<file path="src/design/n32a_pkg.sv">
// ----------------------------------------------------------------------------
// n32a_pkg
// Shared types, command codes and status codes of the 32-bit natural ALU.
// ----------------------------------------------------------------------------
package n32a_pkg;

    localparam int DivSteps = 32;

    localparam logic [3:0] CMD_AND = 4'd0;
    localparam logic [3:0] CMD_OR  = 4'd1;
    localparam logic [3:0] CMD_NOT = 4'd2;
    localparam logic [3:0] CMD_NEG = 4'd3;
    localparam logic [3:0] CMD_CMP = 4'd4;
    localparam logic [3:0] CMD_ADD = 4'd5;
    localparam logic [3:0] CMD_INC = 4'd6;
    localparam logic [3:0] CMD_SUB = 4'd7;
    localparam logic [3:0] CMD_MUL = 4'd8;
    localparam logic [3:0] CMD_DIV = 4'd9;
    localparam logic [3:0] CMD_MOD = 4'd10;
    localparam logic [3:0] CMD_SHL = 4'd11;
    localparam logic [3:0] CMD_SHR = 4'd12;
    localparam logic [3:0] CMD_ASR = 4'd13;

    localparam logic [2:0] ST_OK        = 3'd0;
    localparam logic [2:0] ST_CARRY     = 3'd1;
    localparam logic [2:0] ST_BORROW    = 3'd2;
    localparam logic [2:0] ST_DIV_ZERO  = 3'd3;
    localparam logic [2:0] ST_MOD_ZERO  = 3'd4;
    localparam logic [2:0] ST_BAD_SHIFT = 3'd5;
    localparam logic [2:0] ST_ONE_WORD  = 3'd6;
    localparam logic [2:0] ST_TWO_WORD  = 3'd7;

    localparam logic [1:0] ORD_LESS    = 2'd0;
    localparam logic [1:0] ORD_EQUAL   = 2'd1;
    localparam logic [1:0] ORD_GREATER = 2'd2;

    typedef struct packed {
        logic [3:0]  command;
        logic [31:0] operand_a;
        logic [31:0] operand_b;
        logic [31:0] fill_in;
        logic [31:0] spill_in;
        logic [5:0]  shift_dist;
    } in_item_t;

    typedef struct packed {
        logic [31:0] result_low;
        logic [31:0] result_high;
        logic [2:0]  status;
        logic [1:0]  order;
    } out_item_t;

    // results that are ready after the front stage, plus multiply partials
    typedef struct packed {
        logic [3:0]  command;
        logic        divisor_zero;
        logic [31:0] low;
        logic [31:0] high;
        logic [2:0]  status;
        logic [1:0]  order;
        logic [31:0] pp_ll;
        logic [31:0] pp_lh;
        logic [31:0] pp_hl;
        logic [31:0] pp_hh;
    } side_t;

    typedef struct packed {
        logic [31:0] rem;
        logic [31:0] quo;
        logic [31:0] divisor;
    } div_t;

endpackage

</file>
<file path="src/design/n32a_div_step.sv">
// ----------------------------------------------------------------------------
// n32a_div_step
// One restoring division step: one quotient bit per stage.
// ----------------------------------------------------------------------------
module n32a_div_step
    import n32a_pkg::*;
(
    input  logic  clk,
    input  logic  rst_n,
    input  logic  en,
    input  logic  valid,
    input  side_t side,
    input  div_t  div,
    output logic  valid_reg,
    output side_t side_reg,
    output div_t  div_reg
);

    logic [32:0] partial;
    logic [32:0] diff;
    div_t        div_next;

    always_comb
    begin
        partial          = {div.rem, div.quo[31]};
        diff             = partial - {1'b0, div.divisor};
        div_next.divisor = div.divisor;
        if (!diff[32])
        begin
            div_next.rem = diff[31:0];
            div_next.quo = {div.quo[30:0], 1'b1};
        end
        else
        begin
            div_next.rem = partial[31:0];
            div_next.quo = {div.quo[30:0], 1'b0};
        end
    end

    always_ff @(posedge clk or negedge rst_n)
    begin
        if (!rst_n)
            valid_reg <= 1'b0;
        else if (en)
            valid_reg <= valid;
    end

    always_ff @(posedge clk)
    begin
        if (en)
        begin
            side_reg <= side;
            div_reg  <= div_next;
        end
    end

endmodule

</file>
<file path="config.mk">
export PLATFORM = sky130hd
export DESIGN_NAME = n32a_div_step
export DESIGN_NICKNAME = d
export VERILOG_FILES = /design/src/design/n32a_pkg.sv /design/src/design/n32a_div_step.sv
export SDC_FILE = /design/constraint.sdc
export NUM_CORES = 1
export LEC_CHECK = 0
export BUFFER_PORTS_ARGS = -buffer_cell sky130_fd_sc_hd__buf_2
export CORE_AREA = 2 2 235 237
export CTS_CLUSTER_DIAMETER = 100
export CTS_CLUSTER_SIZE = 25
export DETAILED_ROUTE_END_ITERATION = 8
export DIE_AREA = 0 0 237 239
export GPL_ROUTABILITY_DRIVEN = 1
export PLACE_DENSITY = 0.42
export SLEW_MARGIN = 10
export SYNTH_ARGS = -nofsm -noshare
export SYNTH_HDL_FRONTEND = slang
export SYNTH_SLANG_ARGS = --single-unit
</file>
<file path="constraint.sdc">
create_clock -name clk -period 0.8 [get_ports clk]
set_clock_uncertainty 0.1 [all_clocks]
set_input_delay 0.12 -clock clk [delete_from_list [all_inputs] [get_ports clk]]
set_output_delay 0.12 -clock clk [all_outputs]
set_load 0.01 [all_outputs]
</file>
==> impl_metrics.tcl <==
set metrics [dict create \
    io_buffers 600 \
    async_reset_ff_share_pct 0.334 \
    hp-class "in -> reg" \
    h-tree-depth 1 \
    yosys.area_share.adder_pct 3.68 \
    antenna_found_initial 13 \
    postRouteAntennaNets 0 \
    routed_wl_microns 48600 \
    hold_buffers 277 \
    gp_congestion 0.813 \
    fp.dieH_microns 239 \
    grt_max_degree 54 \
    synth.distinct_cells 51 \
    status "finished with violations" \
    grt_first_pass_wirelength_microns 67200 \
    layout-drive-gt1-share_pct 49.6 \
    rows 86 \
    grt_pass1_vias 10196 \
    dr_total_vias 9792 \
    worstMarginPinSlew_ps 383 \
    dpl_cell_area_sq_um 16600 \
    yosys_warnings 0 \
    overflow 0 \
    cts_tree "done" \
    ir_worst_vdd_uv 1350 \
    synth_edf_count 298 \
    failed_checks "hold timing, setup timing" \
    cts.sinks 299 \
    synth.avg_cell_area_sq_um 17.3 \
    required_ps 990 \
    power_mw 39.3 \
    drc 0 \
    initial_utilization_pct 21.0 \
    track_usage_pct 16.2 \
    place_hpwl_microns 38100 \
    start_kind "input port" \
    worst-endpoint-arrival_ps 2420 \
    drtIter0Drc 426 \
    io_pins 601 \
    die_width_microns 237 \
    hold_viol 54 \
    cts_root_buffer "clkbuf_16" \
    synthMuxAreaShare_pct 2.46 \
    wl_per_cell_microns 20.0 \
    worstPathMaxFanout 9 \
    ys.flop_type "edfxtp_1" \
    worst-setup-path-type "in -> reg" \
    worst_slack_ps -1430 \
    end_kind "flip-flop" \
    ys_seq_area_share_pct 78.5 \
    synth_top_family_by_area "compound AO/OA/AOI/OAI gates" \
    synth_top_area_share_pct 78.2 \
    die-area_sq_um 56600 \
    synth_area_leaders "edfxtp_1 78%, ha_1 3.5%, mux2_4 2.4%, a21oi_1 1.5%, nand2_1 1.4%" \
    nNetsFinal 2048 \
    synth_area_leader_cell "edfxtp_1" \
    period_share_pct 279 \
    synth_compound_area_share_pct 6.97 \
    syn_nets 995 \
    syn_area_sq_um 11400 \
    clk_pin_slew_ps 100 \
    routed_via_density 4.02 \
    fin_crit_ps 2230 \
    syn_inst 660 \
    relSlewSlack_pct 74.2 \
    synth-simple-area-share_pct 4.53 \
    rsz0062_at_grt "yes" \
    core_sq_um 54300 \
    synth_seq_cells 299 \
    clock_path_buffers 3 \
    final_area_sq_um 20700 \
    largest_reg_flops 202 \
    synthToLayoutAreaGrowth_pct 81.4 \
    numCtsBuffers 20 \
    first_pass_iters 4 \
    power_density_nw_per_um2 1900 \
    synth_xor_area_share_pct 1.84 \
    clock_latency_ps 550 \
    fin_tns_setup_ps -195310 \
    slew_viol_final 0 \
    whs_ps -350 \
    drv_cap 0 \
    finalSetupViolCount 333 \
    leakage_nw 9.05 \
    r2r_slack_ps -50 \
    max_freq_mhz 448 \
]
-- cells in the final DEF, fill, tap and decap left out, types with 5 or more instances in the layout --
cell type | netlist | layout
buf_12 | 0 | 10
o211ai_1 | 8 | 8
mux2_4 | 18 | 18
edfxtp_1 | 298 | 298
nand3_1 | 11 | 9
xor2_1 | 10 | 10
ha_1 | 32 | 26
nand4_1 | 7 | 7
buf_4 | 0 | 157
diode_2 | 0 | 10
and3_1 | 6 | 6
xnor2_1 | 14 | 14
buf_2 | 1 | 536
dlygate4sd3_1 | 0 | 277
o21a_1 | 6 | 6
nor2b_1 | 5 | 5
buf_6 | 3 | 62
a21oi_1 | 34 | 27
clkbuf_16 | 0 | 20
nor2_1 | 16 | 16
nand2_1 | 44 | 44
a21oi_4 | 1 | 5
inv_1 | 41 | 36
ha_4 | 0 | 5
o21ai_0 | 24 | 20
a21o_1 | 15 | 15
-- metrics by stage --
stage                     util, %  instances  worst slack (ps)
after floorplan                 -        660             -1810
after global placement       30.6       2103             -2210
after detailed placement     30.6       2103             -2250
after CTS                    38.0       2426             -1390
after global routing         38.2       2432             -1460
final                        38.2       2436             -1430
-- cell type report --
cell class / instances / area (sq um)
flip-flops and latches: 299 / 8970
repair buffers: 1046 / 7590
multi-input cells: 304 / 2430
clock buffers: 20 / 500
fillers: 5290 / 33600
diodes: 10 / 25.0
inverters: 42 / 170
well taps: 704 / 881
clock inverters: 11 / 176
-- cells by family (layout without fill, tap and decap cells) --
group | Yosys count | after routing
buffers and inverters | 57 | 1119
muxes | 19 | 19
adders and majority gates | 33 | 33
and+or+nand+nor | 108 | 108
other | 0 | 10
xor gates and xnor gates | 24 | 24
AOI/OAI and AO/OA | 120 | 120
DFF | 299 | 299
-- Yosys cell counts (all sizes together), types with 2 or more instances --
library cell / n
nor3: 4
xor2: 10
o41ai: 2
o21bai: 5
buf: 4
ha: 32
xnor2: 14
a21o: 15
and2: 3
a21oi: 36
o31ai: 5
inv: 42
a21boi: 2
clkbuf: 11
o21ai: 24
o211ai: 9
nor2: 16
and3: 6
nand3: 11
and4: 2
mux2: 19
o2111ai: 2
a31oi: 2
edfxtp: 298
a211oi: 4
nand2b: 5
o21a: 6
nand2: 44
nor2b: 5
nand4: 7
-- routing by layer --
| metal | track usage (%) | share of wire (%) | up-vias |
|---|---|---|---|
| li1 | - | - | 4646 |
| met1 | 18.4 | 38 | 4747 |
| met2 | 29.1 | 51 | 329 |
| met3 | 4.15 | 6.3 | 64 |
| met4 | 6.14 | 3.9 | 6 |
| met5 | 0 | 0.076 | - |
-- power by group --
part           internal [mW]  total (mW)  switching [mW]
sequential              18.8        19.3           0.442
clock                   5.00        11.4            6.35
combinational           4.59        8.72            4.13
total                   28.4        39.3            10.9
-- critical path, stage by stage --
cell	delay, ps
buf_8	100
inv_4	50
ha_4	200
a21oi_4	150
o211ai_1	150
a221o_1	360
a211o_1	300
o211ai_1	280
o211ai_4	140
inv_4	120
buf_12	150
mux2_4	290
-- final timing paths --
| path | startpoint | end | cells after the start |
|---|---|---|---|
| worst min register to register | valid_reg$_DFFE_PN0P_ | valid_reg$_DFFE_PN0P_ | 1 |
| worst max register to register | valid_reg$_DFFE_PN0P_ | valid_reg$_DFFE_PN0P_ | 1 |
| worst min-delay path | div[0] | div_reg[0]$_DFFE_PP_ | 1 |
| min in group asynchronous | rst_n | valid_reg$_DFFE_PN0P_ | 3 |
| max in group asynchronous | rst_n | valid_reg$_DFFE_PN0P_ | 3 |
| worst max-delay path | div[13] | div_reg[92]$_DFFE_PP_ | 12 |
-- repair_timing --
action,in CTS,in global routing
pin swaps,14,11
buffers inserted,15,0
endpoints found under the hold margin,349,69
setup endpoints to repair,333,333
resized for setup,132,27
Power figures use the tool's default switching activity.
