File: src/design/n32a_pkg.sv
// ----------------------------------------------------------------------------
// n32a_pkg
// Shared types, command codes and status codes of the 32-bit natural ALU.
// ----------------------------------------------------------------------------
package n32a_pkg;

    localparam int DivSteps = 32;

    localparam logic [3:0] CMD_AND = 4'd0;
    localparam logic [3:0] CMD_OR  = 4'd1;
    localparam logic [3:0] CMD_NOT = 4'd2;
    localparam logic [3:0] CMD_NEG = 4'd3;
    localparam logic [3:0] CMD_CMP = 4'd4;
    localparam logic [3:0] CMD_ADD = 4'd5;
    localparam logic [3:0] CMD_INC = 4'd6;
    localparam logic [3:0] CMD_SUB = 4'd7;
    localparam logic [3:0] CMD_MUL = 4'd8;
    localparam logic [3:0] CMD_DIV = 4'd9;
    localparam logic [3:0] CMD_MOD = 4'd10;
    localparam logic [3:0] CMD_SHL = 4'd11;
    localparam logic [3:0] CMD_SHR = 4'd12;
    localparam logic [3:0] CMD_ASR = 4'd13;

    localparam logic [2:0] ST_OK        = 3'd0;
    localparam logic [2:0] ST_CARRY     = 3'd1;
    localparam logic [2:0] ST_BORROW    = 3'd2;
    localparam logic [2:0] ST_DIV_ZERO  = 3'd3;
    localparam logic [2:0] ST_MOD_ZERO  = 3'd4;
    localparam logic [2:0] ST_BAD_SHIFT = 3'd5;
    localparam logic [2:0] ST_ONE_WORD  = 3'd6;
    localparam logic [2:0] ST_TWO_WORD  = 3'd7;

    localparam logic [1:0] ORD_LESS    = 2'd0;
    localparam logic [1:0] ORD_EQUAL   = 2'd1;
    localparam logic [1:0] ORD_GREATER = 2'd2;

    typedef struct packed {
        logic [3:0]  command;
        logic [31:0] operand_a;
        logic [31:0] operand_b;
        logic [31:0] fill_in;
        logic [31:0] spill_in;
        logic [5:0]  shift_dist;
    } in_item_t;

    typedef struct packed {
        logic [31:0] result_low;
        logic [31:0] result_high;
        logic [2:0]  status;
        logic [1:0]  order;
    } out_item_t;

    // results that are ready after the front stage, plus multiply partials
    typedef struct packed {
        logic [3:0]  command;
        logic        divisor_zero;
        logic [31:0] low;
        logic [31:0] high;
        logic [2:0]  status;
        logic [1:0]  order;
        logic [31:0] pp_ll;
        logic [31:0] pp_lh;
        logic [31:0] pp_hl;
        logic [31:0] pp_hh;
    } side_t;

    typedef struct packed {
        logic [31:0] rem;
        logic [31:0] quo;
        logic [31:0] divisor;
    } div_t;

endpackage

File: src/design/n32a_front.sv
// ----------------------------------------------------------------------------
// n32a_front
// First stage: logic, add, compare and shift results, multiply partials,
// and the divider seed.
// ----------------------------------------------------------------------------
module n32a_front
    import n32a_pkg::*;
(
    input  logic     clk,
    input  logic     rst_n,
    input  logic     en,
    input  logic     valid,
    input  in_item_t item,
    output logic     valid_reg,
    output side_t    side_reg,
    output div_t     div_reg
);

    side_t       side_next;
    div_t        div_next;
    logic [32:0] sum;
    logic [31:0] fill;
    logic [63:0] lo_l;
    logic [63:0] hi_l;
    logic [63:0] lo_r;
    logic [63:0] hi_r;

    always_comb
    begin
        sum  = {1'b0, item.operand_a} + {1'b0, item.operand_b};
        fill = (item.command == CMD_ASR) ? {32{item.operand_a[31]}} : item.fill_in;
        lo_l = {item.operand_a, item.fill_in} << item.shift_dist[4:0];
        hi_l = {item.spill_in, item.operand_a} << item.shift_dist[4:0];
        lo_r = {fill, item.operand_a} >> item.shift_dist[4:0];
        hi_r = {item.operand_a, item.spill_in} >> item.shift_dist[4:0];

        side_next              = '0;
        side_next.command      = item.command;
        side_next.divisor_zero = (item.operand_b == 32'd0);
        side_next.pp_ll        = item.operand_a[15:0]  * item.operand_b[15:0];
        side_next.pp_lh        = item.operand_a[15:0]  * item.operand_b[31:16];
        side_next.pp_hl        = item.operand_a[31:16] * item.operand_b[15:0];
        side_next.pp_hh        = item.operand_a[31:16] * item.operand_b[31:16];

        unique case (item.command)
            CMD_AND: side_next.low = item.operand_a & item.operand_b;
            CMD_OR:  side_next.low = item.operand_a | item.operand_b;
            CMD_NOT: side_next.low = ~item.operand_a;
            CMD_NEG: side_next.low = ~item.operand_a + 32'd1;
            CMD_CMP:
            begin
                if (item.operand_a < item.operand_b)
                    side_next.order = ORD_LESS;
                else if (item.operand_a > item.operand_b)
                    side_next.order = ORD_GREATER;
                else
                    side_next.order = ORD_EQUAL;
            end
            CMD_ADD:
            begin
                side_next.low    = sum[31:0];
                side_next.status = sum[32] ? ST_CARRY : ST_OK;
            end
            CMD_INC:
            begin
                side_next.low    = item.operand_a + 32'd1;
                side_next.status = (item.operand_a == 32'hFFFF_FFFF) ? ST_CARRY : ST_OK;
            end
            CMD_SUB:
            begin
                side_next.low    = item.operand_a - item.operand_b;
                side_next.status = (item.operand_b > item.operand_a) ? ST_BORROW : ST_OK;
            end
            CMD_SHL:
            begin
                if (item.shift_dist[5])
                    side_next.status = ST_BAD_SHIFT;
                else
                begin
                    side_next.low  = lo_l[63:32];
                    side_next.high = hi_l[63:32];
                end
            end
            CMD_SHR, CMD_ASR:
            begin
                if (item.shift_dist[5])
                    side_next.status = ST_BAD_SHIFT;
                else
                begin
                    side_next.low  = lo_r[31:0];
                    side_next.high = hi_r[31:0];
                end
            end
            default: ;
        endcase

        div_next.rem     = '0;
        div_next.quo     = item.operand_a;
        div_next.divisor = item.operand_b;
    end

    always_ff @(posedge clk or negedge rst_n)
    begin
        if (!rst_n)
            valid_reg <= 1'b0;
        else if (en)
            valid_reg <= valid;
    end

    always_ff @(posedge clk)
    begin
        if (en)
        begin
            side_reg <= side_next;
            div_reg  <= div_next;
        end
    end

endmodule

File: config.mk
export PLATFORM = sky130hd
export DESIGN_NAME = n32a_front
export DESIGN_NICKNAME = d
export VERILOG_FILES = /design/src/design/n32a_pkg.sv /design/src/design/n32a_front.sv
export SDC_FILE = /design/constraint.sdc
export NUM_CORES = 2
export LEC_CHECK = 0
export BUFFER_PORTS_ARGS = -buffer_cell sky130_fd_sc_hd__buf_2
export CAP_MARGIN = 5
export CORE_ASPECT_RATIO = 0.5
export CORE_MARGIN = 2
export CORE_UTILIZATION = 60
export CTS_CLUSTER_DIAMETER = 200
export DETAILED_ROUTE_END_ITERATION = 10
export PLACE_DENSITY_LB_ADDON = 0.25
export SLEW_MARGIN = 15
export SYNTH_ARGS = -nofsm -noshare
export SYNTH_HDL_FRONTEND = slang
export SYNTH_SLANG_ARGS = --single-unit
File: constraint.sdc
create_clock -name clk -period 1 [get_ports clk]
set_clock_uncertainty 0.2 [all_clocks]
set_input_delay 0.1 -clock clk [delete_from_list [all_inputs] [get_ports clk]]
set_output_delay 0.1 -clock clk [all_outputs]
set_load 0.01 [all_outputs]
==> impl_metrics.py, run 1 <==
metrics = {
    "die": {
        "die_h_um": 221.7,
        "start_util_pct": 60.89,
        "ioPinCount": 441,
        "rows": 79,
        "die_x_um": 439.4,
    },
    "synthesis": {
        "synth.area.top_cells": "fa_1 (27%), edfxtp_1 (14%), ha_1 (11%), inv_1 (6.7%), nor2_1 (6.0%)",
        "async_flop_share_pct": 0.3745,
        "synth_top_cell_by_area": "fa_1",
        "synth_cells": 6522,
        "synth_top_family_by_area": "adder cells",
        "synth_compound_area_share_pct": 11.20,
        "syn_area_per_cell_um2": 8.720,
        "yosysSeqAreaShare_pct": 14.09,
        "syn_area_um2": 56870,
        "ys_ff_latch": 267,
        "synth_xor_area_share_pct": 2.218,
        "synthMuxAreaShare_pct": 9.132,
        "synthSimpleGateAreaFrac_pct": 14.37,
        "synth_warnings": 0,
        "synth_edf_count": 266,
        "synth_adder_area_share_pct": 38.67,
        "synth_cell_type_count": 87,
        "ys.flop_type": "edfxtp_1",
        "yosys.area.top_type_share_pct": 27.38,
    },
    "outcome": {
        "status": "aborted with a tool error",
        "lastStage": "global routing (5_1_grt)",
        "tool.error": "[ERROR GRT-0116] Global routing finished with congestion. Check the congestion regions in the DRC Viewer.",
    },
    "clock_network": {
        "cts_sinks": 267,
        "cts_buffers": 26,
        "clock_path_buffers": 3,
        "ctsHtreeMaxLevel": 1,
        "root_buffer": "clkbuf_16",
    },
    "placement": {
        "postPlaceCellArea_um2": 73870,
        "place_inst": 9367,
        "gp_congestion": 1.144,
        "place_hpwl_um": 211200,
        "portBuffers": 408,
    },
    "global_routing": {
        "grt_pass1_vias": 72950,
        "grt_max_degree": 89,
        "grtUsageTotal_pct": 68.02,
        "overflow": 31,
        "grt_pass1_wl_um": 479100,
    },
}
-- per-stage QoR --
step	setup slack (ns)	utilization (%)
after CTS	-4.544	83.66
after detailed placement	-5.605	79.09
after global placement	-5.215	79.09
after floorplan	-4.862	-
-- cell families after synthesis --
kind of cell,after synthesis
compound gates,991
simple gates,1976
xor+xnor,144
buf+inv,1510
other cells,1
mux,342
flops,267
fa+ha+maj,1291
-- Yosys cell counts, drive strengths merged, types with 27 or more instances --
| master | n |
|---|---|
| a21o | 56 |
| nor3 | 78 |
| o21ai | 245 |
| xor2 | 29 |
| a221oi | 27 |
| mux4 | 137 |
| a21oi | 273 |
| ha | 513 |
| o211ai | 49 |
| mux2 | 45 |
| fa | 778 |
| edfxtp | 266 |
| nand2 | 741 |
| mux2i | 160 |
| xnor2 | 115 |
| nand4 | 27 |
| nand3 | 52 |
| inv | 1022 |
| buf | 175 |
| nand2b | 35 |
| o22ai | 32 |
| nor2 | 905 |
| clkbuf | 289 |
| a211oi | 52 |
-- timing repair --
item	4_1_cts
gates resized for setup	457
pin swaps	156
hold buffers	61
gates cloned	8
setup buffers	129
endpoints found under the hold margin	354
endpoints found under the setup margin	461
-- metal layers --
| metal | GRT overflow | GRT usage (%) |
|---|---|---|
| met1 | 0 | 69.27 |
| met2 | 15 | 87.79 |
| met3 | 2 | 50.20 |
| met4 | 14 | 61.37 |
| met5 | 0 | 24.19 |
==> run 2, diff against run 1 <==
- CORE_ASPECT_RATIO: 0.5 -> default
- CORE_UTILIZATION: 60 -> 40
- CTS_CLUSTER_DIAMETER: 200 -> default
- PLACE_DENSITY_LB_ADDON: 0.25 -> 0.15
==> impl_metrics.py, run 2 <==
metrics = {
    "timing": {
        "period_needed_ns": 5.546,
        "hold_viol_final": 230,
        "hold_slack_ns": -0.2267,
        "setup_ws_ns": -4.546,
        "maxSlewViolCount": 0,
        "setup_violations": 474,
        "max_slew_margin_pct": 47.75,
        "worst_slew_pin_slew_ns": 0.7756,
        "rsz0062_at_grt": "true",
        "fmax_mhz": 180.3,
        "post-route-period-util_pct": 554.6,
    },
    "global_routing": {
        "grt_pass1_wl_um": 381400,
        "antenna_found_initial": 17,
        "grt_pass1_vias": 57020,
        "use_met1_pct": 49.12,
        "overflow": 0,
        "grt_util_met3_pct": 6.161,
        "grtUsageTotal_pct": 35.62,
        "grt.busiest_layer": "met2",
        "grt_max_degree": 99,
        "groute.layer.met2.usage_pct": 54.29,
    },
    "worst_setup_path": {
        "max_stage_delay_ns": 0.58,
        "crit_cells": 24,
        "crit_chain": "buf_8 > clkinv_4 > buf_12 > buf_12 > buf_8 > nor2_4 > fa_1 > inv_1 > fa_1 > inv_1 > ha_2 > fa_1 > fa_1 > fa_1 > ha_4 > a211o_1 > or3_4 > o2111a_2 > a31oi_4 > o211ai_1 > nand2_1 > o211ai_1 > a21oi_1 > xnor2_1",
        "path_buf_inv": 7,
        "crit_top_cell": "fa_1",
        "r2r_end": "valid_reg",
        "slowest_stage": "fa_1",
        "end_kind": "flip-flop",
        "worstPathMaxFanout": 6,
        "crit_path_start_kind": "input port",
        "required_ns": 1.16,
        "r2r_start": "valid_reg",
        "crit_family": "adder cells",
        "reg2reg_setup_slack_ns": 0.02,
        "crit_type": "in2reg",
        "arrival_ns": 5.71,
        "rr_worst_depth": 1,
    },
    "clock_network": {
        "cts_hold_buf": 60,
        "cts_tree": "done",
        "insertion_delay_ns": 0.60,
        "ctsHtreeMaxLevel": 2,
        "root_buffer": "clkbuf_16",
        "cts_sinks": 267,
        "clock_path_buffers": 3,
        "clk_pin_slew_ns": 0.06,
        "cts_buffers": 34,
    },
    "synthesis": {
        "synthTopCellsByCount": "inv_1 (1014), nor2_1 (903), fa_1 (778)",
        "yosysSeqAreaShare_pct": 14.09,
        "synth_edf_count": 266,
        "synth_adder_area_share_pct": 38.67,
        "ys_ff_latch": 267,
        "synth_cell_type_count": 87,
        "yosysMostFrequentCell": "inv_1",
        "async_flop_share_pct": 0.3745,
        "synth_xor_area_share_pct": 2.218,
        "yosys.area.top_type_share_pct": 27.38,
        "syn_area_um2": 56870,
        "synth_compound_area_share_pct": 11.20,
        "synth_top_cell_by_area": "fa_1",
        "synthMuxAreaShare_pct": 9.132,
        "synth_top_family_by_area": "adder cells",
        "syn_area_per_cell_um2": 8.720,
        "synth_cells": 6522,
        "synth_warnings": 0,
        "ys.flop_type": "edfxtp_1",
        "synthSimpleGateAreaFrac_pct": 14.37,
        "synth.area.top_cells": "fa_1 (27%), edfxtp_1 (14%), ha_1 (11%), inv_1 (6.7%), nor2_1 (6.0%)",
    },
    "finish": {
        "seqCellArea_um2": 8013,
        "layout-drive-gt1-share_pct": 37.20,
        "layout_common_cells": "buf_4 (1566), inv_1 (918), nor2_1 (778)",
        "fillers": 12800,
        "final_cell_area_um2": 81460,
        "final_common_cell": "buf_4",
        "multiInputGateArea_um2": 46640,
        "largest_reg_flops": 202,
        "stdcell_count": 10320,
        "layout.nets": 9831,
        "area_growth_pct": 43.22,
    },
    "drt": {
        "avgRoutedWirePerCell_um": 25.36,
        "post-route-drc-count": 0,
        "routed_wl_um": 261600,
        "num_vias": 56630,
        "post_drt_via_cell_ratio": 5.490,
        "drt_iter0_markers": 4949,
        "drtPass1Iterations": 6,
        "antenna_left": 0,
    },
    "power": {
        "p_clk_share_pct": 4.5,
        "intPower_w": 0.1564,
        "switchingPower_w": 0.1344,
        "irDropWorstVdd_mv": 6.681,
        "p_leak_nw": 39.10,
        "p_per_area_nw_per_um2": 3570,
        "p_sw_share_pct": 46.21,
        "pwr-share-seq_pct": 7.7,
        "pwr-share-comb_pct": 87.8,
    },
    "min_path": {
        "hp-start": "en",
        "hold_class": "in2reg",
        "hold_depth": 2,
        "whs_endpoint": "side_reg[177]",
    },
    "outcome": {
        "violations": "hold timing, setup timing",
        "status": "finished with violations",
    },
    "die": {
        "die_x_um": 381.1,
        "ioPinCount": 441,
        "rows": 138,
        "die_h_um": 381.1,
        "die-area_um2": 145200,
        "start_util_pct": 40.22,
        "coreArea_um2": 141400,
    },
    "placement": {
        "gp_congestion": 1.055,
        "place_hpwl_um": 218200,
        "postPlaceCellArea_um2": 74920,
        "place_inst": 10050,
        "portBuffers": 408,
        "pre_cts_ws_ns": -5.545,
    },
    "flow_run": {
        "drv_cap": 0,
    },
}
[run 2: layout make-up]
class,count,area share [%]
clock buffer,38,1.089
clock inverter,22,0.2995
sequential,267,9.837
multi-input combinational,4776,57.26
timing repair inverter,3,0.03533
timing repair buffer,2270,23.28
inverter,1046,5.285
tap,1890,2.903
antenna,4,0.01229
[run 2: logic make-up after synthesis]
kind of cell | after synthesis
AND/OR/NAND/NOR | 1976
buffers and inverters | 1510
adder cells (fa/ha/maj) | 1291
AO/OA/AOI/OAI | 991
multiplexers | 342
flip-flops | 267
XOR/XNOR | 144
other | 1
[run 2: power by group through the flow]
stage	sequential [W]	clock, W	combinational [W]
CTS	0.0226	0.0134	0.236
floorplan	0.0250	0	0.126
global placement	0.0225	0	0.204
finish	0.0225	0.0130	0.255
detailed placement	0.0226	0	0.206
global route	0.0227	0.0137	0.276
[run 2: worst max path at each step]
stage,startpoint,end,slack [ns]
after detailed placement,item[124],side_reg[22],-5.55
after CTS,item[76],side_reg[63],-4.43
final,item[75],side_reg[62],-4.55
after global placement,item[124],side_reg[30],-5.48
after floorplan,item[112],side_reg[127],-4.86
after global routing,item[83],side_reg[127],-4.73
[run 2: timing repair]
item                                    CTS  global route
buffers inserted                        101            49
hold endpoints to repair                336           274
pin swaps                               203           170
gates resized for setup                 613           281
endpoints found under the setup margin  462           469
cloned                                   10             0
[run 2: metal layers]
layer / vias up / part of all wire [%]
li1: 25180 / -
met2: 2428 / 44
met1: 28550 / 42
met5: - / 0.010
met4: 4 / 5.9
met3: 473 / 8.1
[run 2: through the flow]
step | TNS, ns | total power (W) | utilization (%)
4_1_cts | -677.01 | 0.2724 | 56.49
3_3_place_gp | -766.97 | 0.2264 | 52.98
2_1_floorplan | -562.42 | 0.1506 | -
6_report | -679.76 | 0.2908 | 57.60
3_5_place_dp | -771.22 | 0.2284 | 52.98
5_1_grt | -711.12 | 0.3128 | 57.60
No activity file was read; power rests on OpenSTA's default activity.
